`config.mk`:
```
export PLATFORM = sky130hd
export DESIGN_NAME = sparse_triplet_store_transpose_flat
export DESIGN_NICKNAME = d
export VERILOG_FILES = /design/src/rtl/sst_pkg.sv /design/src/rtl/sst_if.sv /design/src/rtl/sst_mem.sv /design/src/rtl/sparse_triplet_store_transpose.sv /design/src/flat_wrapper.sv
export SDC_FILE = /design/constraint.sdc
export NUM_CORES = 2
export LEC_CHECK = 0
export ABC_AREA = 1
export BUFFER_PORTS_ARGS = -buffer_cell sky130_fd_sc_hd__buf_4
export CORE_ASPECT_RATIO = 0.9
export CORE_UTILIZATION = 30
export CTS_BUF_LIST = sky130_fd_sc_hd__clkbuf_16
export DETAILED_ROUTE_END_ITERATION = 10
export SYNTH_ARGS = -nofsm -noshare
export SYNTH_HDL_FRONTEND = slang
export SYNTH_SLANG_ARGS = --single-unit
```
`constraint.sdc`:
```
create_clock -name clk -period 7.83 [get_ports clk]
set_input_delay 0 -clock clk [delete_from_list [all_inputs] [get_ports clk]]
set_output_delay 0 -clock clk [all_outputs]
set_load 0.02 [all_outputs]
```
`src/rtl/sst_pkg.sv`:
```
//------------------------------------------------------------------------------
// sst_pkg
// Shared widths, status codes and constants for the sparse triplet store.
//------------------------------------------------------------------------------
package sst_pkg;

	localparam int CAPACITY    = 64;
	localparam int MAX_DIM     = 1024;
	localparam int VALUE_WIDTH = 32;

	localparam int IDX_W   = 10;
	localparam int DIM_W   = 11;
	localparam int ST_W    = 3;
	localparam int TOT_W   = 7;
	localparam int OVAL_W  = 32;
	localparam int ADDR_W  = 1;

	typedef enum logic [ST_W-1:0] {
		ST_OK     = 3'd0,
		ST_BADLOC = 3'd1,
		ST_FULL   = 3'd2,
		ST_ENTRY  = 3'd3,
		ST_EMPTY  = 3'd4
	} status_t;

	localparam logic [ADDR_W-1:0] REG_NUM_ROWS = 1'd0;
	localparam logic [ADDR_W-1:0] REG_NUM_COLS = 1'd1;

	localparam logic [DIM_W-1:0] DIM_RESET = 11'd1024;

endpackage

```
`src/rtl/sst_if.sv`:
```
//------------------------------------------------------------------------------
// sst_if
// Stream channels: input items, result items and configuration writes.
//------------------------------------------------------------------------------
interface sst_in_if;
	logic                        valid;
	logic                        ready;
	logic                        command;
	logic [sst_pkg::IDX_W-1:0]   row_index;
	logic [sst_pkg::IDX_W-1:0]   col_index;
	logic signed [31:0]          new_value;
	modport source (output valid, command, row_index, col_index, new_value, input ready);
	modport sink   (input valid, command, row_index, col_index, new_value, output ready);
endinterface

interface sst_out_if;
	logic                        valid;
	logic                        ready;
	logic [sst_pkg::ST_W-1:0]    status;
	logic [sst_pkg::IDX_W-1:0]   out_row;
	logic [sst_pkg::IDX_W-1:0]   out_col;
	logic signed [31:0]          out_value;
	logic [sst_pkg::TOT_W-1:0]   entry_total;
	logic                        last;
	modport source (output valid, status, out_row, out_col, out_value, entry_total, last,
		input ready);
	modport sink   (input valid, status, out_row, out_col, out_value, entry_total, last,
		output ready);
endinterface

interface sst_cfg_if;
	logic                        valid;
	logic                        ready;
	logic [sst_pkg::ADDR_W-1:0]  index;
	logic [31:0]                 data;
	modport source (output valid, index, data, input ready);
	modport sink   (input valid, index, data, output ready);
endinterface

```
`src/rtl/sst_mem.sv`:
```
//------------------------------------------------------------------------------
// sst_mem
// Entry memory: one write port, one read port, registered read data.
//------------------------------------------------------------------------------
module sst_mem #(
	parameter int DEPTH = sst_pkg::CAPACITY,
	parameter int AW    = 6,
	parameter int DW    = 52
) (
	input  logic          clk,
	input  logic          we,
	input  logic [AW-1:0] waddr,
	input  logic [DW-1:0] wdata,
	input  logic [AW-1:0] raddr,
	output logic [DW-1:0] rdata
);
	logic [DW-1:0] mem [DEPTH];

	always_ff @(posedge clk) begin
		if (we) begin
			mem[waddr] <= wdata;
		end
		rdata <= mem[raddr];
	end
endmodule

```
`src/rtl/sparse_triplet_store_transpose.sv`:
```
//------------------------------------------------------------------------------
// sparse_triplet_store_transpose
// Sorted (row, col, value) store with insert/update/delete and transposed dump.
//------------------------------------------------------------------------------
// One item at a time. Entries live in a single-port-read memory walked by a
// sequencer. Modify: a search pass over the entries, then shifting each moved
// entry with a read state and a write state. Transpose: one column-minimum scan
// of the entries per emitted beat. No clearing pass after reset.
module sparse_triplet_store_transpose #(
	parameter int CAPACITY    = sst_pkg::CAPACITY,
	parameter int VALUE_WIDTH = sst_pkg::VALUE_WIDTH,
	parameter int MAX_DIM     = sst_pkg::MAX_DIM
) (
	input  logic clk,
	input  logic arst_n,
	sst_in_if.sink   in_ch,
	sst_out_if.source out_ch,
	sst_cfg_if.sink  cfg
);
	localparam int AW  = (CAPACITY > 1) ? $clog2(CAPACITY) : 1;
	localparam int CW  = $clog2(CAPACITY + 1);
	localparam int IW  = sst_pkg::IDX_W;
	localparam int DW  = 2 * IW + VALUE_WIDTH;
	localparam int MW  = ($clog2(MAX_DIM + 1) > 11) ? $clog2(MAX_DIM + 1) : 11;
	localparam logic [MW-1:0] MAXD = MW'(MAX_DIM);

	typedef enum logic [8:0] {
		S_IDLE  = 9'b000000001,
		S_SRCH  = 9'b000000010,
		S_DEC   = 9'b000000100,
		S_SHR   = 9'b000001000,
		S_SHW   = 9'b000010000,
		S_TSCAN = 9'b000100000,
		S_TEMIT = 9'b001000000,
		S_OUT   = 9'b010000000,
		S_WAIT  = 9'b100000000
	} state_t;

	state_t state_q;
	logic [sst_pkg::DIM_W-1:0] rows_q, cols_q;
	logic [CW-1:0] count_q, ptr_q, rd_q, pos_q, emitted_q;
	logic          rvalid_q;
	logic [IW-1:0] row_q, col_q;
	logic [VALUE_WIDTH-1:0] val_q;
	logic          found_q, ins_q;
	logic [DW-1:0] hold_q;
	// transpose scan: last emitted key (col, entry index) and best candidate
	logic          have_prev_q, have_best_q;
	logic [IW-1:0] pcol_q;
	logic [CW-1:0] pidx_q, bidx_q;
	logic [IW-1:0] bcol_q, brow_q;
	logic [VALUE_WIDTH-1:0] bval_q;

	logic          ovalid_q, olast_q;
	logic [sst_pkg::ST_W-1:0] ost_q;
	logic [IW-1:0] orow_q, ocol_q;
	logic [VALUE_WIDTH-1:0] oval_q;
	logic [CW-1:0] otot_q;

	logic          we;
	logic [AW-1:0] waddr, raddr;
	logic [DW-1:0] wdata, rdata;
	logic [IW-1:0] m_row, m_col;
	logic [VALUE_WIDTH-1:0] m_val;
	logic [CW-1:0] ridx;

	sst_mem #(.DEPTH(CAPACITY), .AW(AW), .DW(DW)) u_mem (
		.clk, .we, .waddr, .wdata, .raddr, .rdata
	);

	assign m_row = rdata[DW-1 -: IW];
	assign m_col = rdata[VALUE_WIDTH +: IW];
	assign m_val = rdata[VALUE_WIDTH-1:0];
	assign ridx  = rd_q - CW'(1);

	assign cfg.ready   = 1'b1;
	assign in_ch.ready = (state_q == S_IDLE);

	assign out_ch.valid       = ovalid_q;
	assign out_ch.status      = ost_q;
	assign out_ch.out_row     = orow_q;
	assign out_ch.out_col     = ocol_q;
	assign out_ch.out_value   = 32'(oval_q);
	assign out_ch.entry_total = sst_pkg::TOT_W'(otot_q);
	assign out_ch.last        = olast_q;

	logic better;
	always_comb begin
		logic after_prev;
		after_prev = !have_prev_q || (m_col > pcol_q) ||
			(m_col == pcol_q && ridx > pidx_q);
		better = after_prev && (!have_best_q || m_col < bcol_q);
	end

	logic key_lt;
	assign key_lt = (m_row < row_q) || (m_row == row_q && m_col < col_q);

	always_comb begin
		raddr = AW'(rd_q);
		we    = 1'b0;
		waddr = AW'(pos_q);
		wdata = hold_q;
		case (state_q)
			S_DEC: begin
				if (found_q && val_q != '0) begin
					we = 1'b1;
					wdata = {row_q, col_q, val_q};
				end
			end
			S_SHW: begin
				we = !rvalid_q;
			end
			default: ;
		endcase
	end

	always_ff @(posedge clk or negedge arst_n) begin
		if (!arst_n) begin
			state_q  <= S_IDLE;
			rows_q   <= sst_pkg::DIM_RESET;
			cols_q   <= sst_pkg::DIM_RESET;
			count_q  <= '0;
			ovalid_q <= 1'b0;
		end else begin
			if (cfg.valid) begin
				if (cfg.index == sst_pkg::REG_NUM_ROWS) rows_q <= cfg.data[10:0];
				else rows_q <= rows_q;
				if (cfg.index == sst_pkg::REG_NUM_COLS) cols_q <= cfg.data[10:0];
			end
			if (ovalid_q && out_ch.ready) ovalid_q <= 1'b0;
			case (state_q)
				S_IDLE: begin
					if (in_ch.valid) begin
						row_q <= in_ch.row_index;
						col_q <= in_ch.col_index;
						val_q <= VALUE_WIDTH'(unsigned'(in_ch.new_value));
						rd_q <= '0;
						rvalid_q <= 1'b0;
						pos_q <= count_q;
						found_q <= 1'b0;
						have_prev_q <= 1'b0;
						have_best_q <= 1'b0;
						emitted_q <= '0;
						orow_q <= '0; ocol_q <= '0; oval_q <= '0;
						olast_q <= 1'b1;
						if (in_ch.command) begin
							if (count_q == '0) begin
								ost_q <= sst_pkg::ST_EMPTY;
								otot_q <= count_q;
								state_q <= S_OUT;
							end else begin
								state_q <= S_TSCAN;
							end
						end else if ({1'b0, in_ch.row_index} >= rows_q ||
							{1'b0, in_ch.col_index} >= cols_q ||
							MW'(in_ch.row_index) >= MAXD || MW'(in_ch.col_index) >= MAXD) begin
							ost_q <= sst_pkg::ST_BADLOC;
							otot_q <= count_q;
							state_q <= S_OUT;
						end else begin
							state_q <= S_SRCH;
						end
					end
				end
				S_SRCH: begin
					// stream reads; first entry not below key sets pos
					rvalid_q <= (rd_q < count_q);
					rd_q <= rd_q + CW'(1);
					if (rvalid_q && !key_lt) begin
						pos_q <= ridx;
						found_q <= (m_row == row_q && m_col == col_q);
						state_q <= S_DEC;
					end else if (rd_q >= count_q && !(rd_q == count_q && !rvalid_q
						&& count_q != '0)) begin
						if (!rvalid_q || rd_q > count_q) state_q <= S_DEC;
					end
				end
				S_DEC: begin
					ost_q <= sst_pkg::ST_OK;
					if (found_q) begin
						if (val_q == '0) begin
							// delete: pull entries down from pos+1
							ins_q <= 1'b0;
							rd_q <= pos_q + CW'(1);
							count_q <= count_q - CW'(1);
							otot_q <= count_q - CW'(1);
							if (pos_q + CW'(1) >= count_q) state_q <= S_OUT;
							else state_q <= S_SHR;
						end else begin
							otot_q <= count_q;
							state_q <= S_OUT;
						end
					end else if (val_q == '0) begin
						otot_q <= count_q;
						state_q <= S_OUT;
					end else if (count_q >= CW'(CAPACITY)) begin
						ost_q <= sst_pkg::ST_FULL;
						otot_q <= count_q;
						state_q <= S_OUT;
					end else begin
						// insert: move entries up from the top, then write key
						ins_q <= 1'b1;
						rd_q <= count_q - CW'(1);
						bidx_q <= pos_q;
						count_q <= count_q + CW'(1);
						otot_q <= count_q + CW'(1);
						if (count_q == pos_q) begin
							hold_q <= {row_q, col_q, val_q};
							state_q <= S_SHW;
						end else begin
							state_q <= S_SHR;
						end
					end
				end
				S_SHR: begin
					state_q <= S_SHW;
					rvalid_q <= 1'b1;
				end
				S_SHW: begin
					if (rvalid_q) begin
						hold_q <= rdata;
						rvalid_q <= 1'b0;
						pos_q <= ins_q ? rd_q + CW'(1) : rd_q - CW'(1);
						state_q <= S_SHW;
					end
					if (!rvalid_q) begin
						if (ins_q) begin
							if (pos_q == bidx_q) begin
								state_q <= S_OUT;
							end else if (rd_q == bidx_q) begin
								hold_q <= {row_q, col_q, val_q};
								pos_q <= bidx_q;
								rd_q <= bidx_q;
								rvalid_q <= 1'b0;
							end else begin
								rd_q <= rd_q - CW'(1);
								state_q <= S_SHR;
							end
						end else begin
							if (rd_q + CW'(1) >= count_q + CW'(1)) state_q <= S_OUT;
							else begin
								rd_q <= rd_q + CW'(1);
								state_q <= S_SHR;
							end
						end
					end
				end
				S_TSCAN: begin
					rvalid_q <= (rd_q < count_q);
					rd_q <= rd_q + CW'(1);
					if (rvalid_q && better) begin
						have_best_q <= 1'b1;
						bidx_q <= ridx;
						bcol_q <= m_col;
						brow_q <= m_row;
						bval_q <= m_val;
					end
					if (!rvalid_q && rd_q != '0) state_q <= S_TEMIT;
				end
				S_TEMIT: begin
					if (!ovalid_q) begin
						ovalid_q <= 1'b1;
						ost_q <= sst_pkg::ST_ENTRY;
						orow_q <= bcol_q;
						ocol_q <= brow_q;
						oval_q <= bval_q;
						otot_q <= count_q;
						olast_q <= (emitted_q + CW'(1) == count_q);
						emitted_q <= emitted_q + CW'(1);
						have_prev_q <= 1'b1;
						pcol_q <= bcol_q;
						pidx_q <= bidx_q;
						have_best_q <= 1'b0;
						rd_q <= '0;
						rvalid_q <= 1'b0;
						state_q <= (emitted_q + CW'(1) == count_q) ? S_WAIT : S_TSCAN;
					end
				end
				S_OUT: begin
					if (!ovalid_q) begin
						ovalid_q <= 1'b1;
						state_q <= S_WAIT;
					end
				end
				S_WAIT: begin
					if (!ovalid_q || out_ch.ready) state_q <= S_IDLE;
				end
				default: state_q <= S_IDLE;
			endcase
		end
	end
endmodule
```
`src/flat_wrapper.sv`:
```
// flat-port wrapper written by rule: the top's interface ports become plain ports
module sparse_triplet_store_transpose_flat 
#(
	parameter int CAPACITY    = sst_pkg::CAPACITY,
	parameter int VALUE_WIDTH = sst_pkg::VALUE_WIDTH,
	parameter int MAX_DIM     = sst_pkg::MAX_DIM
)
  (clk, arst_n, in_ch_valid, in_ch_command, in_ch_row_index, in_ch_col_index, in_ch_new_value, in_ch_ready, out_ch_valid, out_ch_status, out_ch_out_row, out_ch_out_col, out_ch_out_value, out_ch_entry_total, out_ch_last, out_ch_ready, cfg_valid, cfg_index, cfg_data, cfg_ready);
  sst_in_if in_ch_i ();
  sst_out_if out_ch_i ();
  sst_cfg_if cfg_i ();
  input  logic clk;
  input  logic arst_n;
  input wire logic [$bits(in_ch_i.valid)-1:0] in_ch_valid;
  input wire logic [$bits(in_ch_i.command)-1:0] in_ch_command;
  input wire logic [$bits(in_ch_i.row_index)-1:0] in_ch_row_index;
  input wire logic [$bits(in_ch_i.col_index)-1:0] in_ch_col_index;
  input wire logic [$bits(in_ch_i.new_value)-1:0] in_ch_new_value;
  output wire logic [$bits(in_ch_i.ready)-1:0] in_ch_ready;
  output wire logic [$bits(out_ch_i.valid)-1:0] out_ch_valid;
  output wire logic [$bits(out_ch_i.status)-1:0] out_ch_status;
  output wire logic [$bits(out_ch_i.out_row)-1:0] out_ch_out_row;
  output wire logic [$bits(out_ch_i.out_col)-1:0] out_ch_out_col;
  output wire logic [$bits(out_ch_i.out_value)-1:0] out_ch_out_value;
  output wire logic [$bits(out_ch_i.entry_total)-1:0] out_ch_entry_total;
  output wire logic [$bits(out_ch_i.last)-1:0] out_ch_last;
  input wire logic [$bits(out_ch_i.ready)-1:0] out_ch_ready;
  input wire logic [$bits(cfg_i.valid)-1:0] cfg_valid;
  input wire logic [$bits(cfg_i.index)-1:0] cfg_index;
  input wire logic [$bits(cfg_i.data)-1:0] cfg_data;
  output wire logic [$bits(cfg_i.ready)-1:0] cfg_ready;
  assign in_ch_i.valid = in_ch_valid;
  assign in_ch_i.command = in_ch_command;
  assign in_ch_i.row_index = in_ch_row_index;
  assign in_ch_i.col_index = in_ch_col_index;
  assign in_ch_i.new_value = in_ch_new_value;
  assign in_ch_ready = in_ch_i.ready;
  assign out_ch_valid = out_ch_i.valid;
  assign out_ch_status = out_ch_i.status;
  assign out_ch_out_row = out_ch_i.out_row;
  assign out_ch_out_col = out_ch_i.out_col;
  assign out_ch_out_value = out_ch_i.out_value;
  assign out_ch_entry_total = out_ch_i.entry_total;
  assign out_ch_last = out_ch_i.last;
  assign out_ch_i.ready = out_ch_ready;
  assign cfg_i.valid = cfg_valid;
  assign cfg_i.index = cfg_index;
  assign cfg_i.data = cfg_data;
  assign cfg_ready = cfg_i.ready;
  sparse_triplet_store_transpose #(.CAPACITY(CAPACITY), .VALUE_WIDTH(VALUE_WIDTH), .MAX_DIM(MAX_DIM)) u_core (.clk(clk), .arst_n(arst_n), .in_ch(in_ch_i), .out_ch(out_ch_i), .cfg(cfg_i));
endmodule
```
==> key figures <==
Run status
  • Outcome: complete, no violations

Worst setup path
  • Crit. Startpoint: u_core.val_q[26]
  • CP delay by family, top: simple AND/OR/NAND/NOR gates
  • Startpoint types: register
  • Critical Path Stages: 12
  • WP data required: 8330 ps
  • Critical path class: reg -> reg
  • Critical path, cell by cell: inv_1, nand3_1, nor2_1, nand4_1, ha_1, nand2_8, nand2_1, inv_1, nor2_2, nand2_1, nor2_4, buf_4
  • Crit-path slowest cell: nor2_4
  • Worst R2R Start: u_core.val_q[26]
  • R2R setup slack: 2010 ps
  • CP Data Arrival Time: 6330 ps
  • CP Buf/Inv Count: 3
  • Critical path capture point type: register
  • Critical Path Sink: u_core.u_mem.mem[41][1]
  • Max FO, Critical Path: 72
  • Worst flop-to-flop path endpoint: u_core.u_mem.mem[41][1]
  • Worst R2R Path Depth: 12
  • CP peak stage delay: 1080 ps

Layout
  • Share of cells above drive strength 1: 8.758%
  • Area growth from synthesis to layout: 14.88%
  • Multi-input gate area: 33990 µm²
  • Nets: 11930
  • Filler cell count: 47190
  • Final instance area: 169500 µm²
  • Sequential cell area: 110000 µm²

Synth
  • Area leader, netlist: edfxtp_1
  • Mapped Cells: 11570
  • Number of synthesized register bits: 3688
  • Synth area leaders: edfxtp_1 73%, o21ai_0 5.7%, nor2_1 5.1%
  • Post-synth ARST share: 1.057%
  • Syn Nets: 11760
  • Yosys warns: 0
  • Post-synthesis sequential area ratio: 74.58%
  • Synth Cell Area: 147500 µm²
  • Number of enable flip-flop cells after synthesis: 3597
  • Top FF cell, synth: edfxtp_1
  • Netlist cell types: 50
  • Most common cell in the netlist: edfxtp_1
  • Avg Cell Area, Syn: 12.75 µm²
  • Synth cell count leaders: 3597 x edfxtp_1, 2010 x nor2_1, 1666 x o21ai_0
  • Post-synth top area share: 73.21%

STA
  • Worst Tran Pin Value: 1228 ps
  • Crit share post-route: 74.36%
  • Minimum clock period: 5823 ps
  • Unrepaired setup endpoints after global routing: false
  • Slew margin rel.: 18.12%
  • Final hold slack: 67.42 ps
  • Final Setup Violations: 0
  • Setup_tns: 0 ps
  • Final hold violation count: 0
  • Fmax achieved: 171.7 MHz
  • Fin. max-slew vios: 0
  • Clock skew: 40.30 ps

Global routing
  • Vias in the first global route: 90070
  • Pin count of the biggest net entering global routing: 201
  • Grt ovf: 0
  • First-pass GRT wire length: 647.9 mm
  • Initial antenna violation count: 10
  • GRT Util Overall: 17.62%

Routing
  • Antenna Violating Nets Remaining: 0
  • Total wire length: 455.3 mm
  • DR vias: 97540
  • Routed vias/inst: 5.262
  • Initial DRT Pass Iterations: 9
  • Initial DRC Count: 13740
  • DR WL/cell: 24.57 µm
  • DRC viols: 0

Worst hold path
  • Worst Min Path Start: in_ch_command
  • Worst Hold Class: in -> reg

Floorplanning
  • Die area: 494600 µm²
  • Core area: 488300 µm²
  • Die W: 741.2 µm
  • Initial core utilization: 30.21%
  • Die height: 667.3 µm
  • Ports: 157
  • # rows: 243

Power
  • Peak supply drop: 0.2495 mV
  • Power, Total: 0.05275 W
  • Leak: 55.33 nW
  • Pwr Density: 311.2 nW/µm²

CTS
  • Root Buffer: clkbuf_16
  • CTS tree: yes
  • Total CTS buffers: 362
  • Clk buf depth: 4
  • CTS Sinks: 3688
  • Post-cts resize count: 0
  • Clock transition at path regs: 70 ps
  • Clock latency at the later pin of the worst-skew pair: 920 ps
  • H-tree levels: 5

Placed design
  • Routability congestion estimate: 0.8660
  • Placed cell area: 156800 µm²
  • Detail Placement HPWL: 242.4 mm
  • Port Buffers: 134

Job
  • MaxCap Viol Count: 0
[power by group]
| group | internal, W | total [W] | switching (W) |
|---|---|---|---|
| clock network | 0.00937 | 0.0169 | 0.00749 |
| registers | 0.0220 | 0.0226 | 0.000595 |
| logic | 0.00360 | 0.0133 | 0.00973 |
| total | 0.0349 | 0.0527 | 0.0178 |
[state kept, by name (all words and copies together) (netlist names), 11 cells and up]
name and count:
u_core.val_q 32, u_core.hold_q 52, u_core.u_mem.rdata 52, u_core.u_mem.mem 3328, u_core.rows_q 11, u_core.cols_q 11
u_core.bval_q 32, u_core.out_ch.out_value 32
[routing by layer]
metal / part of all wire, % / routed length (µm) / GRT usage [%]
met4: 3.8 / 17360 / 6.677
met1: 41 / 188800 / 24.89
met2: 45 / 205700 / 27.49
met3: 9.6 / 43490 / 2.581
met5: 0 / 0 / 0
[cell usage in the layout, fill, tap and decap left out, types with 71 or more instances in the layout]
master and instances:
ha_1 96, nor2_4 71, edfxtp_1 3597, o22ai_1 371, o221ai_1 87, dlygate4sd3_1 137
buf_4 380, nand2_1 1313, clkinv_1 90, o21ai_0 1614, inv_1 380, clkbuf_16 371
a21oi_1 136, nand3_1 514, nor2_1 1943, nand4_1 128, o211ai_1 344
[final cells by class]
| cell class | instances | area share (%) |
|---|---|---|
| Timing Repair Buffer | 549 | 2.870 |
| Clock inverter | 289 | 1.169 |
| Tap cell | 6492 | 4.793 |
| Multi-Input combinational cell | 6831 | 20.05 |
| Antenna cell | 8 | 0.01181 |
| Clock buffer | 371 | 5.478 |
| Sequential cell | 3688 | 64.92 |
| Inverter | 307 | 0.7006 |
[logic make-up after synthesis]
| family | after synthesis | share of synthesized area, % |
|---|---|---|
| compound gates | 2701 | 10.35 |
| xor+xnor | 34 | 0.2018 |
| fa+ha+maj | 96 | 0.8142 |
| buf+inv | 1053 | 3.157 |
| flops | 3688 | 74.58 |
| other cells | 1 | 0.002542 |
| simple gates | 3999 | 10.89 |
[repair_timing]
item                       in CTS  in global routing
hold endpoints to repair      196                  0
hold buffers                  138                  0
buffers inserted                0                  0
setup endpoints to repair       0                  0
[worst min-delay path, cell delays in order]
cell and delay (ps):
dlygate4sd3_1 520, buf_4 130, inv_1 60, nand4_1 120
o21ai_0 90
[through the flow]
stage	utilization, %	setup slack (ps)	instances
final	34.71	2007	18540
after detailed placement	32.11	2190	17730
after global placement	32.11	2264	17730
after floorplan	-	1032	11570
after global routing	34.71	1826	18530
after CTS	34.71	2140	18530
[worst min path at each step]
stage | end | slack, ps | cells after the start
6_report | u_core.state_q[1] | 70 | 5
5_1_grt | u_core.state_q[1] | 90 | 5
4_1_cts | u_core.state_q[1] | 20 | 5
3_5_place_dp | u_core.out_ch.valid | 40 | 1
3_3_place_gp | u_core.cols_q[9] | 40 | 1
2_1_floorplan | u_core.cols_q[0] | -300 | 0
No activity file was read; power rests on OpenSTA's default activity.
